[src/hdl/utf8_byte_stream_decoder_macros.svh]
// assertion helpers shared by the decoder
`ifndef UTF8_BYTE_STREAM_DECODER_MACROS_SVH
`define UTF8_BYTE_STREAM_DECODER_MACROS_SVH

// same-cycle implication, off while in reset
`define UBSD_ASSERT_IMPL(label, clk, rst_n, ante, cons) \
    label: assert property (@(posedge clk) disable iff (!rst_n) (ante) |-> (cons)) \
        else $error("utf8 decoder check failed");

// next-cycle implication, off while in reset
`define UBSD_ASSERT_NEXT(label, clk, rst_n, ante, cons) \
    label: assert property (@(posedge clk) disable iff (!rst_n) (ante) |=> (cons)) \
        else $error("utf8 decoder check failed");

`endif

[src/hdl/utf8_bsd_pkg.sv]
package utf8_bsd_pkg;

    localparam logic [15:0] REPLACEMENT_CHAR = 16'h003F;
    localparam logic [15:0] BOM_CHAR         = 16'hFEFF;

    // results caused by one byte, at most two
    typedef struct packed {
        logic [15:0] cp0;
        logic        has0;
        logic [15:0] cp1;
        logic        two;
        logic        last;
    } entry_t;

endpackage

[src/hdl/utf8_bsd_front.sv]
module utf8_bsd_front
    import utf8_bsd_pkg::*;
(
    input  logic       clk,
    input  logic       rst_n,
    input  logic       cfg_write_en,
    input  logic       cfg_write_data,
    input  logic [7:0] byte_value,
    input  logic       last_byte,
    input  logic       accept,
    output logic       push,
    output entry_t     entry
);

    logic        strip_bom_reg, strip_bom_next;
    logic [1:0]  pending_reg, pending_next;
    logic [15:0] partial_reg, partial_next;
    logic        start_reg, start_next;

    logic        is_cont;
    logic        open_seq;
    logic        f_emit;
    logic [15:0] f_cp;
    logic [1:0]  f_pend;
    logic [15:0] f_part;
    logic [15:0] joined;
    logic        a_v, b_v, c_v;
    logic [15:0] a_cp, b_cp;
    logic [1:0]  pend_after;
    logic [15:0] part_after;
    logic        drop_a;
    logic        keep_a;
    logic        second_v;
    logic [15:0] second_cp;
    logic        entry_valid;

    assign is_cont  = (byte_value[7:6] == 2'b10);
    assign open_seq = (pending_reg != 2'd0);
    assign joined   = {partial_reg[9:0], byte_value[5:0]};

    // classify the byte as if no sequence were open
    always_comb
    begin
        f_emit = 1'b0;
        f_cp   = REPLACEMENT_CHAR;
        f_pend = 2'd0;
        f_part = 16'd0;
        if (!byte_value[7])
        begin
            f_emit = 1'b1;
            f_cp   = {8'd0, byte_value};
        end
        else if (is_cont)
        begin
            f_emit = 1'b0;
        end
        else if (byte_value[7:5] == 3'b110)
        begin
            f_pend = 2'd1;
            f_part = {11'd0, byte_value[4:0]};
        end
        else if (byte_value[7:4] == 4'b1110)
        begin
            f_pend = 2'd2;
            f_part = {12'd0, byte_value[3:0]};
        end
        else
        begin
            f_emit = 1'b1;
        end
    end

    always_comb
    begin
        a_v        = 1'b0;
        a_cp       = REPLACEMENT_CHAR;
        b_v        = 1'b0;
        b_cp       = f_cp;
        pend_after = f_pend;
        part_after = f_part;
        if (open_seq && is_cont)
        begin
            part_after = joined;
            pend_after = pending_reg - 2'd1;
            if (pending_reg == 2'd1)
            begin
                a_v  = 1'b1;
                a_cp = joined;
            end
        end
        else if (open_seq)
        begin
            // interrupted sequence, then the byte starts afresh
            a_v = 1'b1;
            b_v = f_emit;
        end
        else
        begin
            a_v  = f_emit;
            a_cp = f_cp;
        end
    end

    assign c_v       = last_byte && (pend_after != 2'd0);
    assign drop_a    = a_v && start_reg && strip_bom_reg && (a_cp == BOM_CHAR);
    assign keep_a    = a_v && !drop_a;
    assign second_v  = b_v || c_v;
    assign second_cp = b_v ? b_cp : REPLACEMENT_CHAR;

    always_comb
    begin
        entry.last = last_byte;
        entry.cp1  = second_cp;
        if (keep_a)
        begin
            entry.cp0  = a_cp;
            entry.has0 = 1'b1;
            entry.two  = second_v;
        end
        else if (second_v)
        begin
            entry.cp0  = second_cp;
            entry.has0 = 1'b1;
            entry.two  = 1'b0;
        end
        else
        begin
            // bare end marker when last, otherwise nothing is pushed
            entry.cp0  = 16'd0;
            entry.has0 = 1'b0;
            entry.two  = 1'b0;
        end
    end

    assign entry_valid = keep_a || second_v || last_byte;
    assign push        = accept && entry_valid;

    always_comb
    begin
        strip_bom_next = cfg_write_en ? cfg_write_data : strip_bom_reg;
        pending_next   = pending_reg;
        partial_next   = partial_reg;
        start_next     = start_reg;
        if (accept)
        begin
            if (last_byte)
            begin
                pending_next = 2'd0;
                partial_next = 16'd0;
                start_next   = 1'b1;
            end
            else
            begin
                pending_next = pend_after;
                partial_next = part_after;
                if (a_v || b_v)
                begin
                    start_next = 1'b0;
                end
            end
        end
    end

    always_ff @(posedge clk or negedge rst_n)
    begin
        if (!rst_n)
        begin
            strip_bom_reg <= 1'b1;
            pending_reg   <= 2'd0;
            partial_reg   <= 16'd0;
            start_reg     <= 1'b1;
        end
        else
        begin
            strip_bom_reg <= strip_bom_next;
            pending_reg   <= pending_next;
            partial_reg   <= partial_next;
            start_reg     <= start_next;
        end
    end

endmodule

[src/hdl/utf8_bsd_queue.sv]
module utf8_bsd_queue
    import utf8_bsd_pkg::*;
#(
    parameter int DEPTH = 4
)
(
    input  logic   clk,
    input  logic   rst_n,
    input  logic   push,
    input  entry_t push_entry,
    input  logic   pop,
    output entry_t head,
    output logic   empty,
    output logic   full
);

    localparam int PTR_W = (DEPTH > 1) ? $clog2(DEPTH) : 1;
    localparam int CNT_W = $clog2(DEPTH + 1);

    entry_t             slots_reg [DEPTH];
    logic [PTR_W-1:0]   wr_ptr_reg, wr_ptr_next;
    logic [PTR_W-1:0]   rd_ptr_reg, rd_ptr_next;
    logic [CNT_W-1:0]   count_reg, count_next;
    logic               do_push, do_pop;

    assign empty   = (count_reg == CNT_W'(0));
    assign full    = (count_reg == CNT_W'(DEPTH));
    assign do_push = push && !full;
    assign do_pop  = pop && !empty;
    assign head    = slots_reg[rd_ptr_reg];

    always_comb
    begin
        wr_ptr_next = wr_ptr_reg;
        rd_ptr_next = rd_ptr_reg;
        count_next  = count_reg;
        if (do_push)
        begin
            wr_ptr_next = (wr_ptr_reg == PTR_W'(DEPTH - 1)) ? '0 : wr_ptr_reg + 1'b1;
        end
        if (do_pop)
        begin
            rd_ptr_next = (rd_ptr_reg == PTR_W'(DEPTH - 1)) ? '0 : rd_ptr_reg + 1'b1;
        end
        if (do_push && !do_pop)
        begin
            count_next = count_reg + 1'b1;
        end
        else if (do_pop && !do_push)
        begin
            count_next = count_reg - 1'b1;
        end
    end

    always_ff @(posedge clk)
    begin
        if (do_push)
        begin
            slots_reg[wr_ptr_reg] <= push_entry;
        end
    end

    always_ff @(posedge clk or negedge rst_n)
    begin
        if (!rst_n)
        begin
            wr_ptr_reg <= '0;
            rd_ptr_reg <= '0;
            count_reg  <= '0;
        end
        else
        begin
            wr_ptr_reg <= wr_ptr_next;
            rd_ptr_reg <= rd_ptr_next;
            count_reg  <= count_next;
        end
    end

endmodule

[src/hdl/utf8_bsd_back.sv]
module utf8_bsd_back
    import utf8_bsd_pkg::*;
(
    input  logic        clk,
    input  logic        rst_n,
    input  entry_t      head,
    input  logic        q_empty,
    output logic        pop,
    output logic        out_valid,
    input  logic        out_ready,
    output logic [15:0] code_point,
    output logic        has_char,
    output logic        end_of_string,
    output logic        last_of_run
);

    logic        valid_reg, valid_next;
    logic        half_reg, half_next;
    logic [15:0] cp_reg, cp_next;
    logic        has_reg, has_next;
    logic        eos_reg, eos_next;
    logic        lor_reg, lor_next;
    logic        load;

    // output stage is free when empty or its beat leaves this cycle
    assign load = !valid_reg || out_ready;

    always_comb
    begin
        valid_next = valid_reg;
        half_next  = half_reg;
        cp_next    = cp_reg;
        has_next   = has_reg;
        eos_next   = eos_reg;
        lor_next   = lor_reg;
        pop        = 1'b0;
        if (load)
        begin
            valid_next = !q_empty;
            if (!q_empty)
            begin
                if (half_reg)
                begin
                    cp_next   = head.cp1;
                    has_next  = 1'b1;
                    eos_next  = head.last;
                    lor_next  = 1'b1;
                    half_next = 1'b0;
                    pop       = 1'b1;
                end
                else
                begin
                    cp_next  = head.cp0;
                    has_next = head.has0;
                    if (head.two)
                    begin
                        eos_next  = 1'b0;
                        lor_next  = 1'b0;
                        half_next = 1'b1;
                    end
                    else
                    begin
                        eos_next = head.last;
                        lor_next = 1'b1;
                        pop      = 1'b1;
                    end
                end
            end
        end
    end

    always_ff @(posedge clk or negedge rst_n)
    begin
        if (!rst_n)
        begin
            valid_reg <= 1'b0;
            half_reg  <= 1'b0;
        end
        else
        begin
            valid_reg <= valid_next;
            half_reg  <= half_next;
        end
    end

    always_ff @(posedge clk)
    begin
        cp_reg  <= cp_next;
        has_reg <= has_next;
        eos_reg <= eos_next;
        lor_reg <= lor_next;
    end

    assign out_valid     = valid_reg;
    assign code_point    = cp_reg;
    assign has_char      = has_reg;
    assign end_of_string = eos_reg;
    assign last_of_run   = lor_reg;

endmodule

[src/hdl/utf8_byte_stream_decoder.sv]
// utf8 byte stream decoder: one utf-8 byte per input beat, 16-bit code points out
// input channel: in_valid/in_ready with byte_value and last_byte (end of string)
// output channel: out_valid/out_ready with code_point, has_char, end_of_string,
//   last_of_run; a byte gives zero, one or two output beats, and a final byte
//   that gives no character still gives one bare end beat (has_char low)
// config: cfg_write_en/cfg_write_data set strip_bom (reset 1) in any cycle,
//   meant to change only while no string is in flight
// datapath: a result is written into the queue, then loaded into the output register
// throughput: one byte per cycle while the queue is not full; a byte with two
//   results holds the output stage for two beats, and the QUEUE_DEPTH entry queue
//   between the decode front and the output stage absorbs that burst
// reset: clears decode state, empties the queue and drops any held result;
//   strip_bom returns to 1
// receiver stall: the output beat holds; the front keeps taking bytes until
//   the queue fills, then in_ready drops
module utf8_byte_stream_decoder
    import utf8_bsd_pkg::*;
#(
    parameter int QUEUE_DEPTH = 4
)
(
    input  logic        clk,
    input  logic        rst_n,
    input  logic        cfg_write_en,
    input  logic        cfg_write_data,
    input  logic        in_valid,
    output logic        in_ready,
    input  logic [7:0]  byte_value,
    input  logic        last_byte,
    output logic        out_valid,
    input  logic        out_ready,
    output logic [15:0] code_point,
    output logic        has_char,
    output logic        end_of_string,
    output logic        last_of_run
);

`include "utf8_byte_stream_decoder_macros.svh"

    logic   accept;
    logic   push;
    entry_t push_entry;
    entry_t head;
    logic   q_empty;
    logic   q_full;
    logic   pop;

    assign in_ready = !q_full;
    assign accept   = in_valid && in_ready;

    utf8_bsd_front u_front
    (
        .clk            (clk),
        .rst_n          (rst_n),
        .cfg_write_en   (cfg_write_en),
        .cfg_write_data (cfg_write_data),
        .byte_value     (byte_value),
        .last_byte      (last_byte),
        .accept         (accept),
        .push           (push),
        .entry          (push_entry)
    );

    utf8_bsd_queue #(
        .DEPTH (QUEUE_DEPTH)
    ) u_queue
    (
        .clk        (clk),
        .rst_n      (rst_n),
        .push       (push),
        .push_entry (push_entry),
        .pop        (pop),
        .head       (head),
        .empty      (q_empty),
        .full       (q_full)
    );

    utf8_bsd_back u_back
    (
        .clk           (clk),
        .rst_n         (rst_n),
        .head          (head),
        .q_empty       (q_empty),
        .pop           (pop),
        .out_valid     (out_valid),
        .out_ready     (out_ready),
        .code_point    (code_point),
        .has_char      (has_char),
        .end_of_string (end_of_string),
        .last_of_run   (last_of_run)
    );

    // a bare end beat carries nothing and closes both the run and the string
    `UBSD_ASSERT_IMPL(a_bare_end, clk, rst_n, out_valid && !has_char,
        end_of_string && last_of_run && (code_point == 16'd0))

    // the string ends only on the last beat of a run
    `UBSD_ASSERT_IMPL(a_eos_closes_run, clk, rst_n, out_valid && end_of_string, last_of_run)

    // the first beat of a two-beat run is always a character
    `UBSD_ASSERT_IMPL(a_pair_has_char, clk, rst_n, out_valid && !last_of_run, has_char)

    // a final byte always leaves something queued
    `UBSD_ASSERT_NEXT(a_last_queued, clk, rst_n, accept && last_byte, !q_empty)

endmodule

[config.mk]
export PLATFORM = sky130hd
export DESIGN_NAME = utf8_byte_stream_decoder
export DESIGN_NICKNAME = d
export VERILOG_FILES = /design/src/hdl/utf8_bsd_pkg.sv /design/src/hdl/utf8_bsd_front.sv /design/src/hdl/utf8_bsd_queue.sv /design/src/hdl/utf8_bsd_back.sv /design/src/hdl/utf8_byte_stream_decoder.sv
export VERILOG_INCLUDE_DIRS = /design/src /design/src/hdl
export SDC_FILE = /design/constraint.sdc
export NUM_CORES = 1
export LEC_CHECK = 0
export ABC_AREA = 0
export BUFFER_PORTS_ARGS = -buffer_cell sky130_fd_sc_hd__buf_2
export CAP_MARGIN = 0
export CORE_MARGIN = 2
export CORE_UTILIZATION = 40
export DETAILED_ROUTE_END_ITERATION = 7
export GPL_ROUTABILITY_DRIVEN = 1
export PLACE_DENSITY = 0.67
export RECOVER_POWER = 25
export SLEW_MARGIN = 20
export SYNTH_ARGS = -nofsm -noshare
export SYNTH_HDL_FRONTEND = slang
export SYNTH_SLANG_ARGS = --single-unit
[constraint.sdc]
create_clock -name clk -period 3.95 [get_ports clk]
set_input_delay 0.1975 -clock clk [delete_from_list [all_inputs] [get_ports clk]]
set_output_delay 0.1975 -clock clk [all_outputs]
set_load 0.005 [all_outputs]
# Word-level counts from Yosys, hierarchy flattened
# Memory sizes are Yosys's and may differ from the RTL's.
# Index checks and enable logic that the tools add are counted.
[totals] reg_bits=42 mem_bits_rw=104 n_memories=1 out_inout_bits=21 in_bits=15 word_cells=104
[memory_table] name="u_queue.slots_reg" depth=4 word_bits=26 rd=1 rd_ports_with_merged_regs=0 write_ports=1 line="utf8_bsd_queue.sv:20" text="entry_t slots_reg [DEPTH];"
[op_classes] bitwise=1 n_reduce_logical=30 muxes=46 n_eq_ne=8 add_sub_neg=5
[ops] operator="two-way mux 16 bit" count=4
[ops] operator="two-way mux 10 bit" count=4
[ops] operator="two-way mux 17 bit" count=2
[ops] operator="two-way mux 1 bit" count=22
[ops] operator="== test 16 bit (second input constant)" count=1
[ops] operator="two-way mux 2 bit" count=8
[ops] operator="two-way mux 7 bit" count=2
[ops] operator="logical AND 1 bit" count=12
[ops] operator="nonzero test 2 bit" count=4
[ops] operator="== test 2 bit (second input constant)" count=3
[ops] operator="== test 3 bit (second input constant)" count=2
[ops] operator="logical NOT 1 bit" count=6
[ops] operator="two-way mux 3 bit" count=2
[ops] operator="logical OR 1 bit" count=5
[ops] operator="two-way mux 5 bit" count=1
[ops] operator="adder 2 x 1 -> 2 bit (second input constant)" count=2
[ops] operator="== test 4 bit (second input constant)" count=1
[ops] operator="two-way mux 4 bit" count=1
[ops] operator="AND reduction 2 bit" count=2
[ops] operator="adder 3 x 1 -> 3 bit (second input constant)" count=1
[ops] operator="logical NOT 3 bit" count=1
[ops] operator="subtractor 3 x 1 -> 3 bit (second input constant)" count=1
[ops] operator="== test 2 x 1 -> 1 bit (second input constant)" count=1
[ops] operator="subtractor 2 x 1 -> 2 bit (second input constant)" count=1
[ops] operator="inverter 1 bit" count=1

# Longest topological paths before layout
[depth] word_depth=20 mapped_depth=12 depth_no_buf=12

# Hierarchy
# Synthesis repeated with hierarchy kept, for this count alone.
[hier_totals] hier_cells=388 hier_area_um2=7572.3
[modules_own_cells] mod="utf8_bsd_queue" seq_area_each_um2=4379.2 cells_each=220 n_inst=1 area_per_inst_um2=5555.3
[modules_own_cells] mod="utf8_bsd_front" seq_area_each_um2=352.8 cells_each=117 n_inst=1 area_per_inst_um2=1087.3
[modules_own_cells] mod="utf8_bsd_back" seq_area_each_um2=620.6 cells_each=49 n_inst=1 area_per_inst_um2=919.6
[modules_own_cells] mod="utf8_byte_stream_decoder" seq_area_each_um2=0.0 cells_each=2 n_inst=1 area_per_inst_um2=10.0

# Least setup slack after synthesis
# Ideal clock, no wire load.
[synth_timing] kind="register -> register" startpoint="register u_queue.count_reg[0]" endpoint="register u_queue.count_reg[1]" required_time_ns=3.825 setup_slack_ns=1.012 arrival_ns=2.814 stages_incl_launch_ff=9 path_buffers=0 synth_period_minus_slack_ns=2.938 setup_ns=0.125 cell_sequence="dfrtp_1 -> nor3_1 -> a21oi_1 -> and2_1 -> inv_1 -> ha_1 -> inv_1 -> fa_1 -> mux2_2"
[synth_between] elab_cells_between_ends=19 classes_between="add/sub: 2; eq/ne: 1; mux: 4; reduce/logical: 12"
[synth_rtl] item="from (decl)" line="utf8_bsd_queue.sv:23" text="logic [CNT_W-1:0] count_reg, count_next;"
[synth_rtl] item="from (signal assigned)" line="utf8_bsd_queue.sv:75" text="count_reg <= count_next;"
[synth_rtl] item="logical NOT 3 bit / == test 3 bit (equally long branches)" line="utf8_bsd_queue.sv:26, utf8_bsd_queue.sv:27"
[synth_rtl] item="two-way mux 1 bit / logical NOT 1 bit (equally long branches)" line="utf8_bsd_back.sv:40, utf8_bsd_queue.sv:28, utf8_byte_stream_decoder.sv:48"
[synth_rtl] item="two-way mux 1 bit / logical AND 1 bit (equally long branches)" line="utf8_bsd_back.sv:37, utf8_byte_stream_decoder.sv:49"
[synth_rtl] item="logical AND 1 bit (on tied branches)" line="utf8_bsd_queue.sv:29, utf8_bsd_front.sv:136"
[synth_rtl] item="logical NOT 1 bit / logical AND 1 bit (equally long branches)" line="utf8_bsd_queue.sv:45, utf8_bsd_queue.sv:28"
[synth_rtl] item="logical AND 1 bit" line="utf8_bsd_queue.sv:45" text="if (do_push && !do_pop)"
[synth_rtl] item="two-way mux 3 bit *" line="utf8_bsd_queue.sv:45"
[synth_rtl] item="named net u_queue.count_next[1]" line="utf8_bsd_queue.sv:23"
# The timed path passes the listed nets; every way through them passes the cells marked *. The select of a mux whose other input is x is not followed.
# A chain may end at the register's enable or synchronous reset.

# Final worst setup path
# Ends and elaborated chain as after synthesis.

==> out/metrics.yaml <==
synth_edf_count: 123
r2r_slack_ns: 0.75
antenna_cells: 0
holdCritPathClass: "primary input to flip-flop"
seq_area_um2: 4270
antenna_found_initial: 1
path_max_fanout: 22
cts_inserted_buffers: 17
std_cell_rows: 44
vias_per_cell: 5.20
cts-htree-levels: 4
synth-seq-area-share_pct: 71.9
pwr_density_cell_nw_per_um2: 734
dr.pass1.iters: 4
clk_latency_ns: 0.42
die-area_um2: 15900
coreArea_um2: 14500
cts_tree: "yes"
yosys_warnings: 0
maxSlewViolCount: 0
area_growth_pct: 18.1
setup_viol: 0
cp_cell_sequence: "nor3_1 > a21oi_2 > clkbuf_1 > and2_1 > inv_1 > ha_1 > inv_1 > fa_1 > mux2_2"
grt_overflow: 0
cp.arrival_ns: 3.50
syn_area_per_cell_um2: 18.3
r2r-end: "u_queue.count_reg[1]"
ys_ff_latch: 146
num-fill-cells: 1218
dp_cells: 539
netlist_area_um2: 5940
required_ns: 4.25
slew-limit-headroom_pct: 4.74
yosysTopAreaCell: "edfxtp_1"
clk_pin_slew_ns: 0.06
cts_max_path_buffers: 2
grt_max_degree: 29
port_buffers: 35
multi_input_area_um2: 1580
tightestPinTransition_ns: 1.43
critPathKind: "flip-flop to flip-flop"
final_hold_viol_count: 0
rsz0062_at_grt: "no"
die_h_um: 126
ioPinCount: 36
netlist_instances: 324
synth_nets: 348
yosysUniqueCellTypes: 45
gp_congestion: 0.779
cp-start-kind: "flip-flop"
nets: 400
cap_violations: 0
leakage_nw: 2.44
whs_endpoint: "u_front.strip_bom_reg"
ant_nets: 0
grt_pass1_vias: 3189
holdPathStages: 2
cpPeakStageDelay_ns: 1.05
fin_crit_sh_pct: 81.1
finalPower_mw: 5.16
postCtsSetupRepairBufs: 0
fmax_mhz: 312
synth.area.top_cells: "edfxtp_1 62%, mux4_2 9.9%, dfrtp_1 8.8%, mux2_2 2.1%, and2_1 1.7%"
post_drt_wl_per_cell_um: 18.7
synth_ff_type: "edfxtp_1"
dr_total_vias: 2982
cts_root_buf: "clkbuf_16"
worstSetupEndpointType: "flip-flop"
peakVddDrop_mv: 0.350
r2r_cells: 9
die_w_um: 126
crit_slowest_cell: "clkbuf_1"
grt_use_total_pct: 15.0
min_from: "cfg_write_data"
drt-initial-drc-count: 264
largest_reg_flops: 104
fin_skew_ns: 0.00877
rr_startpoint: "u_queue.count_reg[0]"
drt-total-wl_mm: 10.7
status: "complete, no violations"
post-route-min-period_ns: 3.20
start_util_pct: 40.9
cts.sinks: 146
drive_gt1_share_pct: 27.2
synth_top_area_share_pct: 62.1
synthArstFlopShare_pct: 15.8
cpMostUsedCell: "inv_1"
setup_tns_ns: 0
detailed_place_hpwl_mm: 6.47
drc: 0
grt_pass1_wl_mm: 17.7
finalNonFillerCells: 573
==> critical path, delay by kind of cell, from the launching register on <==
kind	cells	cell delay, ns
AOI/OAI and AO/OA	1	0.11
adders and majority gates	2	0.61
buffers and inverters	3	1.22
DFF	1	0.42
muxes	1	0.26
and+or+nand+nor	2	0.46
==> layout by cell type, fill, tap and decap left out, types with 6 or more instances in the layout <==
| master | netlist | layout |
|---|---|---|
| edfxtp_1 | 123 | 123 |
| mux4_2 | 26 | 26 |
| buf_2 | 3 | 22 |
| dfrtp_1 | 21 | 21 |
| clkbuf_16 | 0 | 17 |
| and2_1 | 16 | 16 |
| clkbuf_1 | 7 | 16 |
| mux2_2 | 11 | 11 |
| nor2b_1 | 11 | 11 |
| inv_1 | 10 | 10 |
| a22o_1 | 9 | 9 |
| nor2_1 | 8 | 8 |
| nand2_1 | 8 | 8 |
| o21a_1 | 8 | 8 |
| ha_1 | 8 | 8 |
| or3_1 | 6 | 6 |
| buf_4 | 2 | 6 |
==> area by class of cell <==
| class | instances | area share, % |
|---|---|---|
| Timing Repair Buffer | 45 | 3.53 |
| Multi-Input combinational cell | 156 | 22.5 |
| Clock buffer | 22 | 6.75 |
| Clock inverter | 10 | 2.55 |
| Sequential cell | 146 | 60.8 |
| Inverter | 10 | 0.534 |
| Tap cell | 184 | 3.28 |
==> through the flow <==
step | setup slack, ns | instance area [µm²] | utilization, % | hold WS (ns)
after CTS | 0.990 | 7040 | 48.5 | 0.00586
after global placement | 1.13 | 6370 | 43.8 | 0.219
final | 0.745 | 7020 | 48.3 | 0.0288
after detailed placement | 0.999 | 6370 | 43.8 | 0.226
after floorplan | 1.01 | 5940 | - | -0.0981
after global routing | 0.474 | 7020 | 48.3 | 0.0204
==> cell families after synthesis <==
logic type | after synthesis | share of synthesized area (%)
xor+xnor | 3 | 0.442
simple gates | 71 | 7.03
compound gates | 33 | 4.46
fa+ha+maj | 9 | 2.02
mux | 40 | 12.6
flops | 146 | 71.9
buf+inv | 22 | 1.58
==> where the power goes <==
part           switching [mW]  internal [mW]
sequential              0.108           2.09
combinational           0.639          0.588
clock                   0.568           1.17
==> Yosys cell counts (2+ instances only) <==
| library cell | instances |
|---|---|
| edfxtp_1 | 123 |
| mux4_2 | 26 |
| dfrtp_1 | 21 |
| and2_1 | 16 |
| mux2_2 | 11 |
| nor2b_1 | 11 |
| inv_1 | 10 |
| a22o_1 | 9 |
| ha_1 | 8 |
| nand2_1 | 8 |
| nor2_1 | 8 |
| o21a_1 | 8 |
| clkbuf_1 | 7 |
| or3_1 | 6 |
| nand3_1 | 4 |
| nor3_1 | 4 |
| o21ai_0 | 4 |
| a21oi_1 | 3 |
| buf_2 | 3 |
| and4_1 | 2 |
| buf_4 | 2 |
| dfstp_2 | 2 |
| mux2_4 | 2 |
| nand2b_1 | 2 |
| nand4_1 | 2 |
| o31ai_1 | 2 |
| xor2_1 | 2 |
==> what timing repair did <==
action                    in CTS  in global routing
hold endpoints to repair      22                  0
resized for setup              0                  0
hold buffers                   2                  0
==> how the worst max path moves through the flow <==
stage / startpoint / endpoint
floorplan: u_queue.count_reg[0] / u_queue.count_reg[1]
global route: u_queue.count_reg[0] / u_queue.count_reg[1]
global placement: u_front.pending_reg[0] / u_queue.count_reg[2]
finish: u_queue.count_reg[0] / u_queue.count_reg[1]
CTS: u_front.pending_reg[0] / u_queue.count_reg[2]
detailed placement: u_front.pending_reg[0] / u_queue.count_reg[2]
==> per-layer routing <==
metal  global-route usage, %  share of wire (%)
met2                    24.2                 50
met1                    19.5                 44
met5                       0                  0
met4                    5.56                1.5
met3                    4.12                5.3
(Power assumes the default switching activity.)
